`config.mk`:
```
export PLATFORM = sky130hd
export DESIGN_NAME = mrh_outreg_flat
export DESIGN_NICKNAME = d
export VERILOG_FILES = /design/src/rtl/core/mrh_pkg.sv /design/src/rtl/core/mrh_if.sv /design/src/rtl/core/mrh_outreg.sv /design/src/flat_wrapper.sv
export SDC_FILE = /design/constraint.sdc
export NUM_CORES = 1
export LEC_CHECK = 0
export ABC_AREA = 1
export BUFFER_PORTS_ARGS = -buffer_cell sky130_fd_sc_hd__buf_4
export CAP_MARGIN = 10
export CORE_UTILIZATION = 35
export CTS_CLUSTER_SIZE = 12
export DETAILED_ROUTE_END_ITERATION = 10
export PLACE_DENSITY = 0.75
export SLEW_MARGIN = 20
export SYNTH_ARGS = -nofsm -noshare
export SYNTH_HDL_FRONTEND = slang
export SYNTH_SLANG_ARGS = --single-unit
```
`constraint.sdc`:
```
create_clock -name clk -period 0.8 [get_ports clk]
set_input_delay 0.04 -clock clk [delete_from_list [all_inputs] [get_ports clk]]
set_output_delay 0.04 -clock clk [all_outputs]
set_load 0.01 [all_outputs]
```
`src/rtl/core/mrh_pkg.sv`:
```
`default_nettype none
package mrh_pkg;

  localparam int SLOTS_DEF  = 8;
  localparam int DEPTH_DEF  = 64;
  localparam int WINDOW_MAX = 64;

  localparam int SAMPLE_W = 16;
  localparam int SLOT_W   = 4;
  localparam int CNT_W    = 7;
  localparam int TIME_W   = 32;

  localparam logic [SAMPLE_W-1:0] NO_READING_RST = 16'h8000;

  typedef enum logic [2:0] {
    ST_IDLE,
    ST_FILL,
    ST_SETUP,
    ST_START,
    ST_STREAM,
    ST_FLAG
  } state_t;

  typedef struct packed {
    logic signed [SAMPLE_W-1:0] sample;
    logic                       sample_valid;
    logic [CNT_W-1:0]           window_count;
    logic [TIME_W-1:0]          newest_time;
    logic                       slot_error;
    logic                       last;
  } result_t;

  typedef struct packed {
    logic    load;
    result_t res;
  } out_push_t;

endpackage
`default_nettype wire

```
`src/rtl/core/mrh_if.sv`:
```
`default_nettype none


interface mrh_rsp_if;
  logic                                valid;
  logic                                ready;
  logic signed [mrh_pkg::SAMPLE_W-1:0] sample;
  logic                                sample_valid;
  logic [mrh_pkg::CNT_W-1:0]           window_count;
  logic [mrh_pkg::TIME_W-1:0]          newest_time;
  logic                                slot_error;
  logic                                last;

  modport source (
    output valid, sample, sample_valid, window_count, newest_time, slot_error, last,
    input  ready
  );
  modport sink (
    input  valid, sample, sample_valid, window_count, newest_time, slot_error, last,
    output ready
  );
endinterface

`default_nettype wire

```
`src/rtl/core/mrh_outreg.sv`:
```
`default_nettype none
module mrh_outreg (
  input  wire logic               clk,
  input  wire logic               rst,
  input  wire mrh_pkg::out_push_t push,
  output logic                    free,
  mrh_rsp_if.source               rsp
);

  logic             valid;
  mrh_pkg::result_t data;

  assign free = !valid || rsp.ready;

  always_ff @(posedge clk) begin
    if (rst) begin
      valid <= 1'b0;
    end else if (push.load) begin
      valid <= 1'b1;
    end else if (rsp.ready) begin
      valid <= 1'b0;
    end
  end

  always_ff @(posedge clk) begin
    if (push.load) begin
      data <= push.res;
    end
  end

  assign rsp.valid        = valid;
  assign rsp.sample       = data.sample;
  assign rsp.sample_valid = data.sample_valid;
  assign rsp.window_count = data.window_count;
  assign rsp.newest_time  = data.newest_time;
  assign rsp.slot_error   = data.slot_error;
  assign rsp.last         = data.last;

endmodule
`default_nettype wire

```
`src/flat_wrapper.sv`:
```
// flat-port wrapper written by rule: the top's interface ports become plain ports
module mrh_outreg_flat 
  (clk, rst, push, free, rsp_valid, rsp_sample, rsp_sample_valid, rsp_window_count, rsp_newest_time, rsp_slot_error, rsp_last, rsp_ready);
  mrh_rsp_if rsp_i ();
  input  wire logic clk;
  input  wire logic rst;
  input  wire mrh_pkg::out_push_t push;
  output logic free;
  output wire logic [$bits(rsp_i.valid)-1:0] rsp_valid;
  output wire logic [$bits(rsp_i.sample)-1:0] rsp_sample;
  output wire logic [$bits(rsp_i.sample_valid)-1:0] rsp_sample_valid;
  output wire logic [$bits(rsp_i.window_count)-1:0] rsp_window_count;
  output wire logic [$bits(rsp_i.newest_time)-1:0] rsp_newest_time;
  output wire logic [$bits(rsp_i.slot_error)-1:0] rsp_slot_error;
  output wire logic [$bits(rsp_i.last)-1:0] rsp_last;
  input wire logic [$bits(rsp_i.ready)-1:0] rsp_ready;
  assign rsp_valid = rsp_i.valid;
  assign rsp_sample = rsp_i.sample;
  assign rsp_sample_valid = rsp_i.sample_valid;
  assign rsp_window_count = rsp_i.window_count;
  assign rsp_newest_time = rsp_i.newest_time;
  assign rsp_slot_error = rsp_i.slot_error;
  assign rsp_last = rsp_i.last;
  assign rsp_i.ready = rsp_ready;
  mrh_outreg u_core (.clk(clk), .rst(rst), .push(push), .free(free), .rsp(rsp_i));
endmodule
```
==> results.ini <==
[drt]
vias = 1461
viasPerCell = 4.401
wire_per_inst_um = 20.70
drc = 0
drt.antenna.violating_nets = 0
dr.pass1.iters = 4
wirelength_mm = 6.872
drt_iter0_drc = 83

[logic_synthesis]
ys_seq_elements = 59
ys_types = 5
yosysWarnings = 0
yosysSeqAreaShare_pct = 98.74
syn_area_per_cell_sq_um = 28.32
netlist_instances = 63
syn_area_sq_um = 1784
syn_nets = 125

[power]
switching_share_pct = 24.33
p_leak_uw = 0.001605
power.density_nw_per_um2 = 1936
internal-power_uw = 5593
clockPowerShare_pct = 31.5
pwr-share-comb_pct = 17.0
max-vdd-ir-drop_v = 0.001588
p_sw_uw = 1798
p_seq_share_pct = 51.5

[place]
preCtsSetupSlack_ns = 0.09406
hpwl_mm = 3.087
gp_congestion = 0.6861
portBuffers = 121
place_area_sq_um = 2844

[sta]
timing.fmax_ghz = 1.046
worst_slack_ns = -0.1562
slew_headroom_pct = 90.24
post-route-period-util_pct = 119.5
fin_worst_skew_ns = 0
setup_viol = 61
finalHoldViolations = 0
rsz0062_at_grt = yes
tightest_slew_ns = 0.1464
period_minus_slack_ns = 0.9562
slew_viol_final = 0

[floorplan]
die_x_um = 73.40
rows = 25
core_area_sq_um = 4817
dieArea_sq_um = 5388
initial_utilization_pct = 37.04
io_pins = 122
dieHeight_um = 73.40

[global_route]
grt_pass1_vias = 1647
grt_pass1_wl_mm = 8.866
grt-ovfl-total = 0
grt_max_degree = 20
antenna_found_initial = 0
track_usage_pct = 25.06

[worst_setup_path]
cp-start-kind = flop
cp_max_fo = 1
path_buf_inv = 1
critPathKind = reg2out
crit_arrival_ns = 0.92
cpPeakStageDelay_ns = 0.42
cp-end-kind = output port
cpMaxStageDelayCell = edfxtp_1
crit_chain = buf_6
crit_family = flip-flops
cp.required_ns = 0.76

[cells_and_area]
fin_area_sq_um = 3817
layout.nets = 322
antenna_cells = 0
fillers = 260
drive_gt1_share_pct = 53.96
area_growth_pct = 114.0
multi_input_area_sq_um = 22.52
seqCellArea_sq_um = 1763
utilization_pct = 79.25

[worst_hold_path]
hold_class = in2reg

[clock_network]
path_clk_slew_ns = 0.07
cts.path.max_buffers = 2
cts_num_sinks = 59
cts_tree = yes
clock_latency_ns = 0.34
cts_buffers = 9
htreeDepth = 3
ctsRootBufferMaster = clkbuf_8

[status]
status = finished with violations
violations = setup timing

[run]
max_cap_viol_count = 0

==> per-stage QoR <==
step | hold slack [ns] | setup TNS, ns | total power [uW] | instances
after floorplan | 0.1024 | 0 | 3940 | 63
after global placement | 0.1979 | 0 | 4613 | 255
after detailed placement | 0.2151 | 0 | 4640 | 255
after CTS | -0.01499 | -6.040 | 7202 | 331
after global routing | 0.1024 | -8.814 | 7632 | 332
final | 0.1177 | -6.813 | 7391 | 332
==> synthesized netlist by cell type <==
cell type  instances  area share (%)
a21oi_2            1            0.49
dfxtp_1            1             1.1
inv_1              2            0.42
nand2_2            1            0.35
edfxtp_1          58              98
==> power by group through the flow <==
stage	clock, uW	combinational (uW)	sequential [uW]
2_1_floorplan	0	8.70	3930
3_3_place_gp	0	826	3790
3_5_place_dp	0	839	3800
4_1_cts	2280	1160	3770
5_1_grt	2500	1310	3820
6_report	2330	1260	3800
==> flip-flops by register name, indices dropped and copies added, names as in the netlist <==
signal / cells
u_core.rsp.sample_valid: 1
u_core.rsp.last: 1
u_core.rsp.window_count: 7
u_core.rsp.slot_error: 1
u_core.rsp.newest_time: 32
u_core.rsp.valid: 1
u_core.rsp.sample: 16
==> final cells by class <==
type | instances | share of cell area (%)
inverter | 2 | 0.1967
tap | 67 | 2.196
clock inverter | 5 | 0.7866
multi-input combinational | 2 | 0.5900
clock buffer | 11 | 3.441
timing repair buffer | 186 | 46.61
sequential | 59 | 46.18
==> path summary, 6_finish.rpt <==
path                                        from                            end  slack, ns  cells after the start
max          u_core.rsp.newest_time[6]$_DFFE_PP_             rsp_newest_time[6]      -0.16                      1
min                                    rsp_ready  u_core.rsp.valid$_SDFFE_PP0P_       0.12                      5
max reg2reg        u_core.rsp.valid$_SDFFE_PP0P_  u_core.rsp.valid$_SDFFE_PP0P_      -0.01                      3
min reg2reg        u_core.rsp.valid$_SDFFE_PP0P_  u_core.rsp.valid$_SDFFE_PP0P_       0.65                      3
==> worst min-delay path, stage by stage <==
cell and delay (ns):
buf_4 0.08, inv_1 0.05, nand2_2 0.07, buf_4 0.12, a21oi_4 0.06
==> timing repair <==
action,4_1_cts,5_1_grt
gates cloned,0,0
endpoints found under the hold margin,60,0
gates resized for setup,38,16
hold buffers,60,0
endpoints found under the setup margin,60,60
buffers inserted,0,1
pin swaps,1,1
==> cells in the final DEF, fill, tap and decap left out <==
| master | n |
|---|---|
| a21oi_4 | 1 |
| buf_12 | 3 |
| buf_4 | 71 |
| buf_6 | 52 |
| clkbuf_1 | 2 |
| clkbuf_8 | 9 |
| clkinv_2 | 3 |
| clkinvlp_4 | 2 |
| dfxtp_2 | 1 |
| dlygate4sd3_1 | 60 |
| edfxtp_1 | 58 |
| inv_1 | 2 |
| nand2_2 | 1 |
==> logic make-up (layout without fill, tap and decap cells) <==
kind of cell	count (synthesis)	after routing	share of synthesized area [%]
buffers and inverters	2	204	0.4209
and+or+nand+nor	1	1	0.3509
AOI/OAI and AO/OA	1	1	0.4910
DFF	59	59	98.74
==> layer usage <==
layer  track usage, %  wire length (um)
met1            25.46              2480
met5                0                 0
met3            11.66               637
met4            13.68               134
met2            42.70              3619
(Power assumes the default switching activity.)
