<file path="config.mk">
export PLATFORM = sky130hd
export DESIGN_NAME = mrh_ctrl_flat
export DESIGN_NICKNAME = d
export VERILOG_FILES = /design/src/rtl/core/mrh_pkg.sv /design/src/rtl/core/mrh_if.sv /design/src/rtl/core/mrh_ctrl.sv /design/src/flat_wrapper.sv
export SDC_FILE = /design/constraint.sdc
export NUM_CORES = 1
export LEC_CHECK = 0
export ABC_AREA = 1
export BUFFER_PORTS_ARGS = -buffer_cell sky130_fd_sc_hd__buf_2
export CORE_MARGIN = 2
export CORE_UTILIZATION = 25
export CTS_BUF_LIST = sky130_fd_sc_hd__clkbuf_16
export DETAILED_ROUTE_END_ITERATION = 10
export HOLD_SLACK_MARGIN = 0.05
export SYNTH_ARGS = -nofsm -noshare
export SYNTH_HDL_FRONTEND = slang
export SYNTH_SLANG_ARGS = --single-unit
</file>
<file path="constraint.sdc">
create_clock -name clk -period 2.85 [get_ports clk]
set_clock_uncertainty 0.2 [all_clocks]
set_input_delay 0.285 -clock clk [delete_from_list [all_inputs] [get_ports clk]]
set_output_delay 0.285 -clock clk [all_outputs]
set_load 0.01 [all_outputs]
</file>
<file path="src/rtl/core/mrh_pkg.sv">
`default_nettype none
package mrh_pkg;

  localparam int SLOTS_DEF  = 8;
  localparam int DEPTH_DEF  = 64;
  localparam int WINDOW_MAX = 64;

  localparam int SAMPLE_W = 16;
  localparam int SLOT_W   = 4;
  localparam int CNT_W    = 7;
  localparam int TIME_W   = 32;

  localparam logic [SAMPLE_W-1:0] NO_READING_RST = 16'h8000;

  typedef enum logic [2:0] {
    ST_IDLE,
    ST_FILL,
    ST_SETUP,
    ST_START,
    ST_STREAM,
    ST_FLAG
  } state_t;

  typedef struct packed {
    logic signed [SAMPLE_W-1:0] sample;
    logic                       sample_valid;
    logic [CNT_W-1:0]           window_count;
    logic [TIME_W-1:0]          newest_time;
    logic                       slot_error;
    logic                       last;
  } result_t;

  typedef struct packed {
    logic    load;
    result_t res;
  } out_push_t;

endpackage
`default_nettype wire

</file>
<file path="src/rtl/core/mrh_if.sv">
`default_nettype none
interface mrh_req_if;
  logic                                valid;
  logic                                ready;
  logic                                func;
  logic signed [mrh_pkg::SAMPLE_W-1:0] reading;
  logic                                reading_present;
  logic                                row_end;
  logic [mrh_pkg::TIME_W-1:0]          now_time;
  logic [mrh_pkg::SLOT_W-1:0]          slot;
  logic [mrh_pkg::CNT_W-1:0]           max_wanted;

  modport source (
    output valid, func, reading, reading_present, row_end, now_time, slot, max_wanted,
    input  ready
  );
  modport sink (
    input  valid, func, reading, reading_present, row_end, now_time, slot, max_wanted,
    output ready
  );
endinterface


interface mrh_cfg_if;
  logic                                valid;
  logic                                ready;
  logic signed [mrh_pkg::SAMPLE_W-1:0] no_reading_value;

  modport source (output valid, no_reading_value, input ready);
  modport sink (input valid, no_reading_value, output ready);
endinterface
`default_nettype wire

</file>
<file path="src/rtl/core/mrh_ctrl.sv">
`default_nettype none
module mrh_ctrl #(
  parameter int  SLOTS = mrh_pkg::SLOTS_DEF,
  parameter int  DEPTH = mrh_pkg::DEPTH_DEF,
  localparam int SIW   = (SLOTS > 1) ? $clog2(SLOTS) : 1,
  localparam int RW    = $clog2(DEPTH)
) (
  input  wire logic                             clk,
  input  wire logic                             rst,
  mrh_req_if.sink                               req,
  mrh_cfg_if.sink                               cfg,
  output logic                                  wr_en,
  output logic [SIW+RW-1:0]                     wr_addr,
  output logic [mrh_pkg::SAMPLE_W-1:0]          wr_data,
  output logic                                  rd_en,
  output logic [SIW+RW-1:0]                     rd_addr,
  input  wire logic [mrh_pkg::SAMPLE_W-1:0]     rd_data,
  output mrh_pkg::out_push_t                    push,
  input  wire logic                             out_free
);

  localparam int FSW = $clog2(SLOTS + 1);
  localparam int AW  = RW + 1;
  localparam int FW  = $clog2(DEPTH + 1);
  localparam int CW  = mrh_pkg::CNT_W;
  localparam int MW  = (FW > CW) ? FW : CW;
  localparam int SCW = mrh_pkg::SLOT_W + 1;

  mrh_pkg::state_t state, state_next;

  logic [mrh_pkg::SAMPLE_W-1:0] no_reading, no_reading_next;
  logic [RW-1:0]                head, head_next;
  logic [FW-1:0]                filled, filled_next;
  logic [mrh_pkg::TIME_W-1:0]   stamp, stamp_next;
  logic [FSW-1:0]               fill, fill_next;
  logic [SIW-1:0]               rd_slot, rd_slot_next;
  logic [CW-1:0]                want, want_next;
  logic                         err, err_next;
  logic [CW-1:0]                count, count_next;
  logic [CW-1:0]                rem, rem_next;
  logic [RW-1:0]                row, row_next;

  logic [MW-1:0] filled_ext, want_ext;
  logic [CW-1:0] n_c;
  logic [AW-1:0] start_sum;
  logic [RW-1:0] start_c;
  logic [RW-1:0] row_inc;
  logic [RW-1:0] head_inc;
  logic          fill_open;

  assign filled_ext = MW'(filled);
  assign want_ext   = MW'(want);
  assign n_c        = CW'((filled_ext < want_ext) ? filled_ext : want_ext);
  assign start_sum  = AW'(head) + AW'(DEPTH) - AW'(count);
  assign start_c    = (start_sum >= AW'(DEPTH)) ? RW'(start_sum - AW'(DEPTH)) : RW'(start_sum);
  assign row_inc    = (row == RW'(DEPTH - 1)) ? '0 : row + 1'b1;
  assign head_inc   = (head == RW'(DEPTH - 1)) ? '0 : head + 1'b1;
  assign fill_open  = fill < FSW'(SLOTS);

  assign cfg.ready       = 1'b1;
  assign no_reading_next = cfg.valid ? cfg.no_reading_value : no_reading;

  always_ff @(posedge clk) begin
    if (rst) begin
      state      <= mrh_pkg::ST_IDLE;
      no_reading <= mrh_pkg::NO_READING_RST;
      head       <= '0;
      filled     <= '0;
      stamp      <= '0;
      fill       <= '0;
    end else begin
      state      <= state_next;
      no_reading <= no_reading_next;
      head       <= head_next;
      filled     <= filled_next;
      stamp      <= stamp_next;
      fill       <= fill_next;
    end
  end

  always_ff @(posedge clk) begin
    rd_slot <= rd_slot_next;
    want    <= want_next;
    err     <= err_next;
    count   <= count_next;
    rem     <= rem_next;
    row     <= row_next;
  end

  always_comb begin
    state_next   = state;
    head_next    = head;
    filled_next  = filled;
    stamp_next   = stamp;
    fill_next    = fill;
    rd_slot_next = rd_slot;
    want_next    = want;
    err_next     = err;
    count_next   = count;
    rem_next     = rem;
    row_next     = row;
    req.ready    = 1'b0;
    wr_en        = 1'b0;
    wr_addr      = {fill[SIW-1:0], head};
    wr_data      = req.reading;
    rd_en        = 1'b0;
    rd_addr      = {rd_slot, row};
    push         = '0;

    unique case (state)
      mrh_pkg::ST_IDLE: begin
        req.ready = 1'b1;
        if (req.valid) begin
          if (!req.func) begin
            if (req.reading_present && fill_open) begin
              wr_en     = 1'b1;
              fill_next = fill + 1'b1;
            end
            if (req.row_end) begin
              stamp_next = req.now_time;
              state_next = mrh_pkg::ST_FILL;
            end
          end else begin
            rd_slot_next = req.slot[SIW-1:0];
            want_next    = (req.max_wanted > CW'(mrh_pkg::WINDOW_MAX)) ?
                           CW'(mrh_pkg::WINDOW_MAX) : req.max_wanted;
            if ({1'b0, req.slot} >= SCW'(SLOTS)) begin
              err_next   = 1'b1;
              state_next = mrh_pkg::ST_FLAG;
            end else begin
              err_next   = 1'b0;
              state_next = mrh_pkg::ST_SETUP;
            end
          end
        end
      end
      mrh_pkg::ST_FILL: begin
        if (fill_open) begin
          wr_en     = 1'b1;
          wr_data   = no_reading;
          fill_next = fill + 1'b1;
        end else begin
          head_next   = head_inc;
          filled_next = (filled == FW'(DEPTH)) ? filled : filled + 1'b1;
          fill_next   = '0;
          state_next  = mrh_pkg::ST_IDLE;
        end
      end
      mrh_pkg::ST_SETUP: begin
        count_next = n_c;
        rem_next   = n_c;
        state_next = (n_c == '0) ? mrh_pkg::ST_FLAG : mrh_pkg::ST_START;
      end
      mrh_pkg::ST_START: begin
        rd_en      = 1'b1;
        rd_addr    = {rd_slot, start_c};
        row_next   = start_c;
        state_next = mrh_pkg::ST_STREAM;
      end
      mrh_pkg::ST_STREAM: begin
        if (out_free) begin
          push.load             = 1'b1;
          push.res.sample       = rd_data;
          push.res.sample_valid = 1'b1;
          push.res.window_count = count;
          push.res.newest_time  = stamp;
          push.res.slot_error   = 1'b0;
          push.res.last         = (rem == CW'(1));
          rem_next              = rem - 1'b1;
          if (rem == CW'(1)) begin
            state_next = mrh_pkg::ST_IDLE;
          end else begin
            rd_en    = 1'b1;
            rd_addr  = {rd_slot, row_inc};
            row_next = row_inc;
          end
        end
      end
      mrh_pkg::ST_FLAG: begin
        if (out_free) begin
          push.load            = 1'b1;
          push.res.newest_time = err ? '0 : stamp;
          push.res.slot_error  = err;
          push.res.last        = 1'b1;
          state_next           = mrh_pkg::ST_IDLE;
        end
      end
      default: begin
        state_next = mrh_pkg::ST_IDLE;
      end
    endcase
  end

endmodule
`default_nettype wire

</file>
<file path="src/flat_wrapper.sv">
// flat-port wrapper written by rule: the top's interface ports become plain ports
module mrh_ctrl_flat 
#(
  parameter int  SLOTS = mrh_pkg::SLOTS_DEF,
  parameter int  DEPTH = mrh_pkg::DEPTH_DEF,
  localparam int SIW   = (SLOTS > 1) ? $clog2(SLOTS) : 1,
  localparam int RW    = $clog2(DEPTH)
)
  (clk, rst, wr_en, wr_addr, wr_data, rd_en, rd_addr, rd_data, push, out_free, req_valid, req_func, req_reading, req_reading_present, req_row_end, req_now_time, req_slot, req_max_wanted, req_ready, cfg_valid, cfg_no_reading_value, cfg_ready);
  mrh_req_if req_i ();
  mrh_cfg_if cfg_i ();
  input  wire logic clk;
  input  wire logic rst;
  output logic wr_en;
  output logic [SIW+RW-1:0] wr_addr;
  output logic [mrh_pkg::SAMPLE_W-1:0] wr_data;
  output logic rd_en;
  output logic [SIW+RW-1:0] rd_addr;
  input  wire logic [mrh_pkg::SAMPLE_W-1:0] rd_data;
  output mrh_pkg::out_push_t push;
  input  wire logic out_free;
  input wire logic [$bits(req_i.valid)-1:0] req_valid;
  input wire logic [$bits(req_i.func)-1:0] req_func;
  input wire logic [$bits(req_i.reading)-1:0] req_reading;
  input wire logic [$bits(req_i.reading_present)-1:0] req_reading_present;
  input wire logic [$bits(req_i.row_end)-1:0] req_row_end;
  input wire logic [$bits(req_i.now_time)-1:0] req_now_time;
  input wire logic [$bits(req_i.slot)-1:0] req_slot;
  input wire logic [$bits(req_i.max_wanted)-1:0] req_max_wanted;
  output wire logic [$bits(req_i.ready)-1:0] req_ready;
  input wire logic [$bits(cfg_i.valid)-1:0] cfg_valid;
  input wire logic [$bits(cfg_i.no_reading_value)-1:0] cfg_no_reading_value;
  output wire logic [$bits(cfg_i.ready)-1:0] cfg_ready;
  assign req_i.valid = req_valid;
  assign req_i.func = req_func;
  assign req_i.reading = req_reading;
  assign req_i.reading_present = req_reading_present;
  assign req_i.row_end = req_row_end;
  assign req_i.now_time = req_now_time;
  assign req_i.slot = req_slot;
  assign req_i.max_wanted = req_max_wanted;
  assign req_ready = req_i.ready;
  assign cfg_i.valid = cfg_valid;
  assign cfg_i.no_reading_value = cfg_no_reading_value;
  assign cfg_ready = cfg_i.ready;
  mrh_ctrl #(.SLOTS(SLOTS), .DEPTH(DEPTH)) u_core (.clk(clk), .rst(rst), .req(req_i), .cfg(cfg_i), .wr_en(wr_en), .wr_addr(wr_addr), .wr_data(wr_data), .rd_en(rd_en), .rd_addr(rd_addr), .rd_data(rd_data), .push(push), .out_free(out_free));
endmodule
</file>
==> summary.md, run 1 <==
| Metric | Value |
|---|---|
| Status | finished, final reports clean |
| Kind of start point of the critical path | flop |
| Core Region | 0.0210 sq mm |
| Post-synth top area cell | dfxtp_1 |
| Fin. max-slew vios | 0 |
| Most frequent cells in the layout | buf_2 (194), nand2_1 (150), nor2_1 (123) |
| Worst vdd ir | roughly 0.00032 V |
| Worst path arrival time | roughly 2.1 ns |
| Root Driver | clkbuf_16 |
| Final net count | 1089 |
| Overall power | about 4.3 mW |
| Area share of the largest cell type after synthesis | 0.254 |
| Total die area | roughly 0.023 sq mm |
| Reg2reg end | u_core.state[2] |
| Reg2Reg Setup Slack | slightly above 0.6 ns |
| Crit. End Element | output pin |
| Ant. Diodes | 0 |
| Number of synthesized flops with an enable pin | 31 |
| Commonest non-fill, non-tap cell in the layout | buf_2 |
| Top Ports | 196 |
| Setup violators final | 0 |
| Multi-input gate area | 0.00254 sq mm |
| Flop pwr share | 0.404 |
| Worst Hold End | u_core.stamp[19] |
| GR peak layer | met2 |
| Post-CTS setup buffer count | 0 |
| Met2 Use GR | 0.228 |
| Layout cells sized above 1 | 0.255 |
| Syn Area/Cell | about 7.3 sq um |
| Final routed DRC violation total | 0 |
| Sinks on Clock Net | around 100 |
| CTS tree | built |
| Peak Freq | between 300 and 400 MHz |
| Synth unique cells | 39 |
| Cells after synthesis | 734 |
| First-pass GRT wire length | 23.8 mm |
| Total global-route track usage | 0.133 |
| Post-CTS resize count | 0 |
| Worst Path Required | approximately 2.4 ns |
| DR iter-0 viols | ~260 |
| Reg clk slew, reported paths | around 0.070 ns |
| Sequential area share after synthesis | 0.428 |
| Row cnt | 53 |
| Tmin final | 2.63 ns |
| Leak | roughly 3.6 nW |
| Final Hold Violating Endpoints | 0 |
| Hold Slack | just under 0.06 ns |
| Critical path type | reg2out |
| Register Area | between 0.002 and 0.0025 sq mm |
| Routability Congestion | just over 0.8 |
| Detailed Routing Iterations Pass 1 | 4 |
| Max cap viols | 0 |
| Antenna violations before repair | 0 |
| Vias | around 5300 |
| Min-Delay Startpoint | req_now_time[19] |
| Worst reg2reg path depth | 13 |
| Area grow syn2layout | 38.7% |
| FFs w/ async S/R, synth | 0 |
| Switching power | 1.53 mW |
| HP Class | in2reg |
| Int Power | 2.73 mW |
| Detail Route Antenna Nets | 0 |
| Port Buffers | 194 |
| Met3 global-route usage | 0.0267 |
| Yosys reg bits | 99 |
| Switching share of power | 0.359 |
| Max_slew headroom | 0.312 |
| Post-CTS Hold Fix Bufs | 56 |
| Vias in the first global route | roughly 5000 |
| RSZ-0062 raised after global routing | no |
| Die Y | 150 um |
| Syn Nets | approximately 850 |
| Mean routed wirelength per cell | approximately 12 um |
| Routed WL | ~15 mm |
| Synth Warn # | 0 |
| Pin count of the biggest net entering global routing | 65 |
| CP max FO | 5 |
| Logic pwr share | 0.323 |
| Final clock period utilization by the worst path | 0.921 |
| H-tree level count | 3 |
| TritonCTS buffer count | 9 |
| Worst-Margin Slew | a little over 1 ns |
| Hpwl dp | 11.2 mm |
| Leading register cell type out of synthesis | dfxtp_1 |
| Fillers | around 2200 |
| Total congestion overflow | 0 |
| Clk buf depth | 2 |
| Die width | 150 um |
| GR Layer Usage met1 | 0.161 |
| Clk network pwr share | 0.273 |
| RR Startpoint | u_core.want[5] |
| Mapped Area | around 0.0054 sq mm |
| Clk Latency, worst-skew pair | roughly 0.35 ns |
| Final setup TNS | 0 ns |
| Routed vias/inst | 4.28 |
| Initial Utilization | 0.255 |
| Synth area leaders | dfxtp_1 (25%), edfxtp_1 (17%), nand2_1 (11%), nor2_1 (8.6%), inv_1 (6.7%) |
| Hold Path Stages | 3 |
| Pwr dens | approximately 570 mW/mm^2 |
-- registers in the layout (all words and copies together), names as in the netlist, 4 cells and up --
signal and flops:
u_core.row 6, u_core.filled 7, u_core.rem 7, u_core.fill 4, u_core.head 6, u_core.want 7, u_core.stamp 32, u_core.no_reading 16
u_core.count 7
-- cell type report --
type                       count  area share
clock inverter                 7     0.00708
tap                          275      0.0463
multi-input combinational    500       0.342
inverter                     103      0.0521
timing repair buffer         257       0.213
clock buffer                   9      0.0303
sequential                    99       0.309
-- metrics by stage --
stage	std cells	worst slack (ns)	util	area (sq um)
after floorplan	734	0.602	-	5350
after global placement	1178	0.629	0.313	6590
after detailed placement	1178	0.592	0.313	6590
after CTS	1250	0.202	0.353	7430
after global routing	1250	0.0160	0.353	7430
final	1250	0.224	0.353	7430
-- cell families after synthesis --
group,after synthesis,share of synthesized area
DFF,99,0.428
buffers and inverters,135,0.0979
other,1,0.000700
and+or+nand+nor,331,0.268
adders and majority gates,20,0.0481
xor gates and xnor gates,13,0.0213
AOI/OAI and AO/OA,135,0.136
-- synthesized netlist by cell type (6+ instances only) --
library cell    n
xnor2_1         6
inv_2           7
nand2_2         6
ha_1           19
o21ai_0        70
xor2_1          7
nand3_1        25
a21oi_1        49
edfxtp_1       31
nor2_1        123
nor3_1          8
inv_1          96
dfxtp_1        68
nand2_1       150
clkbuf_1       26
-- power by group through the flow --
| stage | registers, mW | logic [mW] | clock network (mW) |
|---|---|---|---|
| 3_3_place_gp | 1.75 | 1.30 | 0 |
| 6_report | 1.72 | 1.38 | 1.16 |
| 3_5_place_dp | 1.76 | 1.31 | 0 |
| 4_1_cts | 1.73 | 1.38 | 1.22 |
| 2_1_floorplan | 1.74 | 0.893 | 0 |
| 5_1_grt | 1.74 | 1.57 | 1.27 |
-- layer usage --
metal	wire, um	part of all wire
met1	6670	0.44
met2	7090	0.47
met3	907	0.060
met4	359	0.024
met5	0	0
-- critical path, cell delays in order (launching register included) --
cell	delay [ns]
dfxtp_1	0.35
inv_1	0.09
ha_1	0.14
inv_1	0.06
fa_1	0.41
a21oi_1	0.14
o21ai_0	0.11
xor2_1	0.18
nand2_1	0.08
o221ai_1	0.09
buf_2	0.16
-- worst max path at each step --
stage,depth (start not counted),from,slack (ns),to
after floorplan,5,u_core.state[2],0.60,u_core.err
after global placement,10,u_core.head[0],0.63,rd_addr[4]
after detailed placement,10,u_core.head[0],0.59,rd_addr[4]
after CTS,10,u_core.head[0],0.20,rd_addr[4]
after global routing,10,u_core.head[0],0.02,rd_addr[4]
final,10,u_core.head[0],0.22,rd_addr[4]
Power figures use the tool's default switching activity.
==> run 2: changes to the inputs <==
Settings changed: BUFFER_PORTS_ARGS -buffer_cell sky130_fd_sc_hd__buf_2 to unset, DONT_BUFFER_PORTS set to 1.
==> run 2 against run 1 <==
  * Sequential power about the same
  * Critical path type unchanged
  * Worst hold slack better by 0.0095 ns
  * Cell area down 11%
  * Clock power up 3%
  * First-iteration DRC count up 25%
  * Via count down 8.8%
  * Sequential share of layout area up 3.9 points
  * Largest power group unchanged
  * Clock-buffer cell count up 1
==> summary.md, run 2 (synthesis gave the netlist of run 1 again) <==
| Metric | Value |
|---|---|
| Status | finished, final reports clean (unchanged) |
| Fin worst setup slack | 0.198 ns (was 0.224 ns) |
| Vias in the first global route | 4527 (was 5019) |
| Routed vias/inst | 4.56 (was 4.28) |
| Finished layout cell area | 0.00659 sq mm (was 0.00743 sq mm) |
| Hold Slack | 0.0684 ns (was 0.0589 ns) |
| Final setup TNS | 0 ns (unchanged) |
| Total die area | 0.0226 sq mm (unchanged) |
| Final net count | 909 (was 1089) |
| Post-CTS setup buffer count | 0 (unchanged) |
| H-tree level count | 3 (unchanged) |
| Max_slew headroom | 0.374 (was 0.312) |
| Initial Utilization | 0.255 (unchanged) |
| CP delay by family, top | flip-flops (was adder cells) |
| Bufs and invs on worst path | 1 (was 3) |
| Sinks on Clock Net | 99 (unchanged) |
| Final Hold Violating Endpoints | 0 (unchanged) |
| CP max FO | 6 (was 5) |
| Fillers | 2210 (was 2185) |
| Commonest non-fill, non-tap cell in the layout | nand2_1 (was buf_2) |
| Slowest-stage cell, CP | dfxtp_1 (was fa_1) |
| Fin. max-slew vios | 0 (unchanged) |
| Crit. End Element | output pin (unchanged) |
| Area grow syn2layout | 23.0% (was 38.7%) |
| Reg clk slew, reported paths | 0.07 ns (about the same) |
| Clk Latency, worst-skew pair | 0.35 ns (about the same) |
| Row cnt | 53 (unchanged) |
| Vias | 4874 (was 5346) |
| Routability Congestion | 0.841 (was 0.818) |
| Mean routed wirelength per cell | 13.5 um (was 12.0 um) |
| Clk buf depth | 2 (unchanged) |
| Routed WL | 14.4 mm (was 15.0 mm) |
| Detailed Routing Iterations Pass 1 | 4 (unchanged) |
| Worst vdd ir | 0.000308 V (was 0.000316 V) |
| DR iter-0 viols | 319 (was 255) |
| Final clock period utilization by the worst path | 0.931 (was 0.921) |
| Pwr dens | 624 mW/mm^2 (was 574 mW/mm^2) |
| Detail Route Antenna Nets | 0 (unchanged) |
| Tmin final | 2.65 ns (was 2.63 ns) |
| Core Util, Final | 0.313 (was 0.353) |
| Max stage delay on crit path | 0.56 ns (was 0.41 ns) |
| Layout cells sized above 1 | 0.0805 (was 0.255) |
| Non-Filler Instances | 1070 (was 1250) |
| Max cap viols | 0 (unchanged) |
| Critical path type | reg2out (unchanged) |
| TritonCTS buffer count | 9 (unchanged) |
| Ant. Diodes | 0 (unchanged) |
| Core Region | 0.0210 sq mm (unchanged) |
| Critical-path cell list | ha_1 -> nand3_1 -> nand2_1 -> nand2_1 -> nand2_1 -> a21oi_1 -> xnor2_1 -> nand2_1 -> o211ai_1 -> buf_4 (was inv_1 -> ha_1 -> inv_1 -> fa_1 -> a21oi_1 -> o21ai_0 -> xor2_1 -> nand2_1 -> o221ai_1 -> buf_2) |
| Total congestion overflow | 0 (unchanged) |
| Worst-Margin Slew | 0.930 ns (was 1.02 ns) |
| Root Driver | clkbuf_16 (unchanged) |
| Max FFs per register | 32 (unchanged) |
| Worst Path Required | 2.37 ns (about the same) |
| Placed cell count | 993 (was 1178) |
| Reg with most FFs | u_core.stamp (unchanged) |
| Top Ports | 196 (unchanged) |
| RSZ-0062 raised after global routing | no (unchanged) |
| Port Buffers | 0 (was 194) |
| Pin count of the biggest net entering global routing | 65 (unchanged) |
| HP Class | in2reg (unchanged) |
| Final routed DRC violation total | 0 (unchanged) |
| First-pass GRT wire length | 22.4 mm (was 23.8 mm) |
| Die Y | 150 um (unchanged) |
| Worst path arrival time | 2.17 ns (was 2.14 ns) |
| Hpwl dp | 10.3 mm (was 11.2 mm) |
| Largest regs | u_core.stamp x32, u_core.no_reading x16 (unchanged) |
| Leak | 2.78 nW (was 3.58 nW) |
| Place WS | 0.560 ns (was 0.592 ns) |
| Most frequent cells in the layout | nand2_1 (149), nor2_1 (123), inv_1 (97) (was buf_2 (194), nand2_1 (150), nor2_1 (123)) |
| Total global-route track usage | 0.127 (was 0.133) |
| Setup violators final | 0 (unchanged) |
| Overall power | 4.11 mW (was 4.26 mW) |
| Antenna violations before repair | 0 (unchanged) |
| Die width | 150 um (unchanged) |
| Crit path top cell by count | nand2_1 (was inv_1) |
| Dpl cell area | 0.00569 sq mm (was 0.00659 sq mm) |
| Peak Freq | 377 MHz (was 381 MHz) |
| CTS tree | built (unchanged) |
| Kind of start point of the critical path | flop (unchanged) |
## run 2: cell types whose count changed in the layout (fill, tap and decap cells not counted), sizes merged
| cell | change |
|---|---|
| clkbuf | +1 |
| dlygate4sd3 | +5 |
| clkinv | -2 |
| inv | +1 |
| buf | -185 |
## run 2: what timing repair did
item,CTS,global route
resized for setup,0,1
endpoints found under the setup margin,0,3
hold endpoints to repair,63,0
hold buffers,61,0
## run 2: layout make-up
class | instances | area, sq um | area share
multi-input combinational | 500 | 2540 | 0.386
sequential | 99 | 2290 | 0.348
timing repair buffer | 77 | 731 | 0.111
inverter | 103 | 387 | 0.0587
tap | 275 | 344 | 0.0523
clock buffer | 10 | 250 | 0.0380
clock inverter | 6 | 36.3 | 0.00551
## run 2: path summary, 6_finish.rpt
path | from | to | slack (ns) | depth (start not counted)
min | req_func | u_core.fill[3] | 0.07 | 3
max | u_core.head[1] | rd_addr[5] | 0.20 | 10
max reg2reg | u_core.want[6] | u_core.state[2] | 0.67 | 13
min reg2reg | u_core.stamp[20] | u_core.stamp[20] | 0.25 | 2
## run 2: routing by layer
metal / part of all wire / vias up / global-route usage / wire (um)
met3: 0.081 / 30 / 0.0394 / 1170
met4: 0.037 / 0 / 0.0594 / 535
li1: - / 2444 / - / -
met1: 0.41 / 2210 / 0.150 / 5910
met5: 0 / - / 0 / 0
met2: 0.47 / 190 / 0.210 / 6830
## run 2: worst reg2reg max path, cell delays in order, from the launching register on
cell	delay [ns]
edfxtp_1	0.36
inv_1	0.10
ha_1	0.25
nand2_1	0.08
inv_1	0.07
a21oi_4	0.26
nand3_1	0.11
nand2_1	0.13
nand2_1	0.06
nor2_1	0.15
nand3_1	0.09
nand2_1	0.08
nand2_1	0.06
a21oi_2	0.11
## run 2: power breakdown
group          switching [mW]  leakage (nW)  internal, mW
logic                   0.802          1.79         0.375
clock network           0.553         0.147         0.644
registers               0.110         0.843          1.63
==> run 3: changes to the inputs <==
Settings changed: CORE_ASPECT_RATIO set to 1.2, SLEW_MARGIN set to 30.
==> run 3 against run 2 <==
  * Global-route usage is essentially flat
  * Critical path depth is the same
  * Cell area rose by 0.30%
  * Register-to-register slack improved by 0.03 ns
  * Power grew 4.3%
  * Wire length increased by 1.3%
  * Worst hold slack improved by 0.0064 ns
  * Final cell count is 0.65% lower
  * Via count decreased by 2.7%
  * Clock-buffer cell count did not move
==> summary.md, run 3 (synthesis gave the netlist of run 1 again) <==
| Metric | Value |
|---|---|
| Layout cells sized above 1 | 0.0782 (was 0.0805) |
| Top Ports | 196 (unchanged) |
| Die width | 138 um (was 150 um) |
| CTS tree | built (unchanged) |
| Kind of start point of the critical path | flop (unchanged) |
| Initial Utilization | 0.255 (about the same) |
| CP max FO | 5 (was 6) |
| RSZ-0062 raised after global routing | no (unchanged) |
| DR iter-0 viols | 352 (was 319) |
| Clk buf depth | 2 (unchanged) |
| Reg clk slew, reported paths | 0.07 ns (about the same) |
| Non-Filler Instances | 1063 (was 1070) |
| Largest regs | u_core.stamp x32, u_core.no_reading x16 (unchanged) |
| Routed WL | 14.6 mm (was 14.4 mm) |
| H-tree level count | 3 (unchanged) |
| Final clock period utilization by the worst path | 0.913 (was 0.931) |
| Setup violators final | 0 (unchanged) |
| Crit. End Element | output pin (unchanged) |
| Routability Congestion | 0.912 (was 0.841) |
| Final routed DRC violation total | 0 (unchanged) |
| Mean routed wirelength per cell | 13.8 um (was 13.5 um) |
| Overall power | 4.29 mW (was 4.11 mW) |
| Core Util, Final | 0.315 (was 0.313) |
| Worst Path Required | 2.37 ns (about the same) |
| Max FFs per register | 32 (unchanged) |
| Area grow syn2layout | 23.4% (was 23.0%) |
| Fin. max-slew vios | 0 (unchanged) |
| Post-CTS setup buffer count | 0 (unchanged) |
| Tmin final | 2.60 ns (was 2.65 ns) |
| Sinks on Clock Net | 99 (unchanged) |
| First-pass GRT wire length | 22.1 mm (was 22.4 mm) |
| Reg with most FFs | u_core.stamp (unchanged) |
| Reg2Reg Setup Slack | 0.70 ns (was 0.67 ns) |
| Final setup TNS | 0 ns (unchanged) |
| Peak Freq | 384 MHz (was 377 MHz) |
| Pwr dens | 649 mW/mm^2 (was 624 mW/mm^2) |
| Vias in the first global route | 4335 (was 4527) |
| Hpwl dp | 10.7 mm (was 10.3 mm) |
| Antenna violations before repair | 0 (unchanged) |
| Fillers | 2185 (was 2210) |
| Vias | 4741 (was 4874) |
| Pin count of the biggest net entering global routing | 65 (unchanged) |
| Port Buffers | 0 (unchanged) |
| Worst-Margin Slew | 0.601 ns (was 0.930 ns) |
| Routed vias/inst | 4.46 (was 4.56) |
| Row cnt | 58 (was 53) |
| Root Driver | clkbuf_16 (unchanged) |
| Die Y | 164 um (was 150 um) |
| Critical path type | reg2out (unchanged) |
| Final Hold Violating Endpoints | 0 (unchanged) |
| Status | finished, final reports clean (unchanged) |
| Total congestion overflow | 0 (unchanged) |
| Max_slew headroom | 0.597 (was 0.374) |
| TritonCTS buffer count | 9 (unchanged) |
| HP Class | in2reg (unchanged) |
| Most frequent cells in the layout | nand2_1 (150), nor2_1 (123), inv_1 (98) (was nand2_1 (149), nor2_1 (123), inv_1 (97)) |
| Worst path arrival time | 2.12 ns (was 2.17 ns) |
| Core Region | 0.0210 sq mm (about the same) |
| Total die area | 0.0226 sq mm (about the same) |
| Worst vdd ir | 0.000285 V (was 0.000308 V) |
| Ant. Diodes | 0 (unchanged) |
| Detailed Routing Iterations Pass 1 | 5 (was 4) |
| Total global-route track usage | 0.127 (about the same) |
| Clk Latency, worst-skew pair | 0.35 ns (about the same) |
| Detail Route Antenna Nets | 0 (unchanged) |
| Leak | 2.79 nW (was 2.78 nW) |
| Commonest non-fill, non-tap cell in the layout | nand2_1 (unchanged) |
| Final net count | 907 (was 909) |
| Placed cell count | 986 (was 993) |
| Max cap viols | 0 (unchanged) |
## run 3: cell types whose count changed in the layout (fill, tap and decap cells not counted), sizes merged
cell	change
buf	-2
bufinv	+2
clkinv	-2
## run 3: area by class of cell
| cell class | instances | area (sq um) | share of cell area |
|---|---|---|---|
| multi-input cells | 500 | 2540 | 0.385 |
| inverters | 103 | 387 | 0.0585 |
| well taps | 270 | 338 | 0.0511 |
| clock inverters | 6 | 78.8 | 0.0119 |
| repair buffers | 75 | 716 | 0.108 |
| flip-flops and latches | 99 | 2290 | 0.347 |
| clock buffers | 10 | 250 | 0.0379 |
## run 3: path summary, 6_finish.rpt
| check | start | to | depth (start not counted) |
|---|---|---|---|
| min | req_func | u_core.fill[3] | 3 |
| min reg2reg | u_core.stamp[6] | u_core.stamp[6] | 2 |
| max reg2reg | u_core.want[5] | u_core.state[1] | 12 |
| max | u_core.head[2] | rd_addr[5] | 10 |
## run 3: repair_timing
item | in CTS | in global routing
endpoints found under the hold margin | 63 | 0
gates resized for setup | 0 | 1
hold buffers | 61 | 0
endpoints found under the setup margin | 0 | 1
## run 3: stage by stage
stage	instance area, sq um	worst slack [ns]	hold WS, ns
finish	6610	0.247	0.0748
floorplan	5350	0.602	0.147
CTS	6600	0.197	0.0639
global placement	5660	0.598	0.156
global route	6610	0.0184	0.0950
detailed placement	5660	0.589	0.156
## run 3: routing by layer
layer  share of wire  wire (um)  vias to the layer above  track usage
met2            0.48       7060                      184        0.216
met3           0.082       1200                       27       0.0407
met5               0          0                        -            0
li1                -          -                     2440            -
met1            0.41       6020                     2090        0.148
met4           0.024        357                        0       0.0515
## run 3: power breakdown
group,switching [mW],internal [mW]
clock network,0.545,0.816
registers,0.114,1.63
logic,0.812,0.373
## run 3: worst max-delay path: stages, from the launching register on
cell and delay (ns):
dfxtp_2 0.36, ha_1 0.35, a21oi_1 0.20, nand2_1 0.07
nand2_1 0.08, nand2_1 0.06, a21oi_1 0.15, xnor2_1 0.18
nand2_1 0.08, o211ai_1 0.09, buf_4 0.14
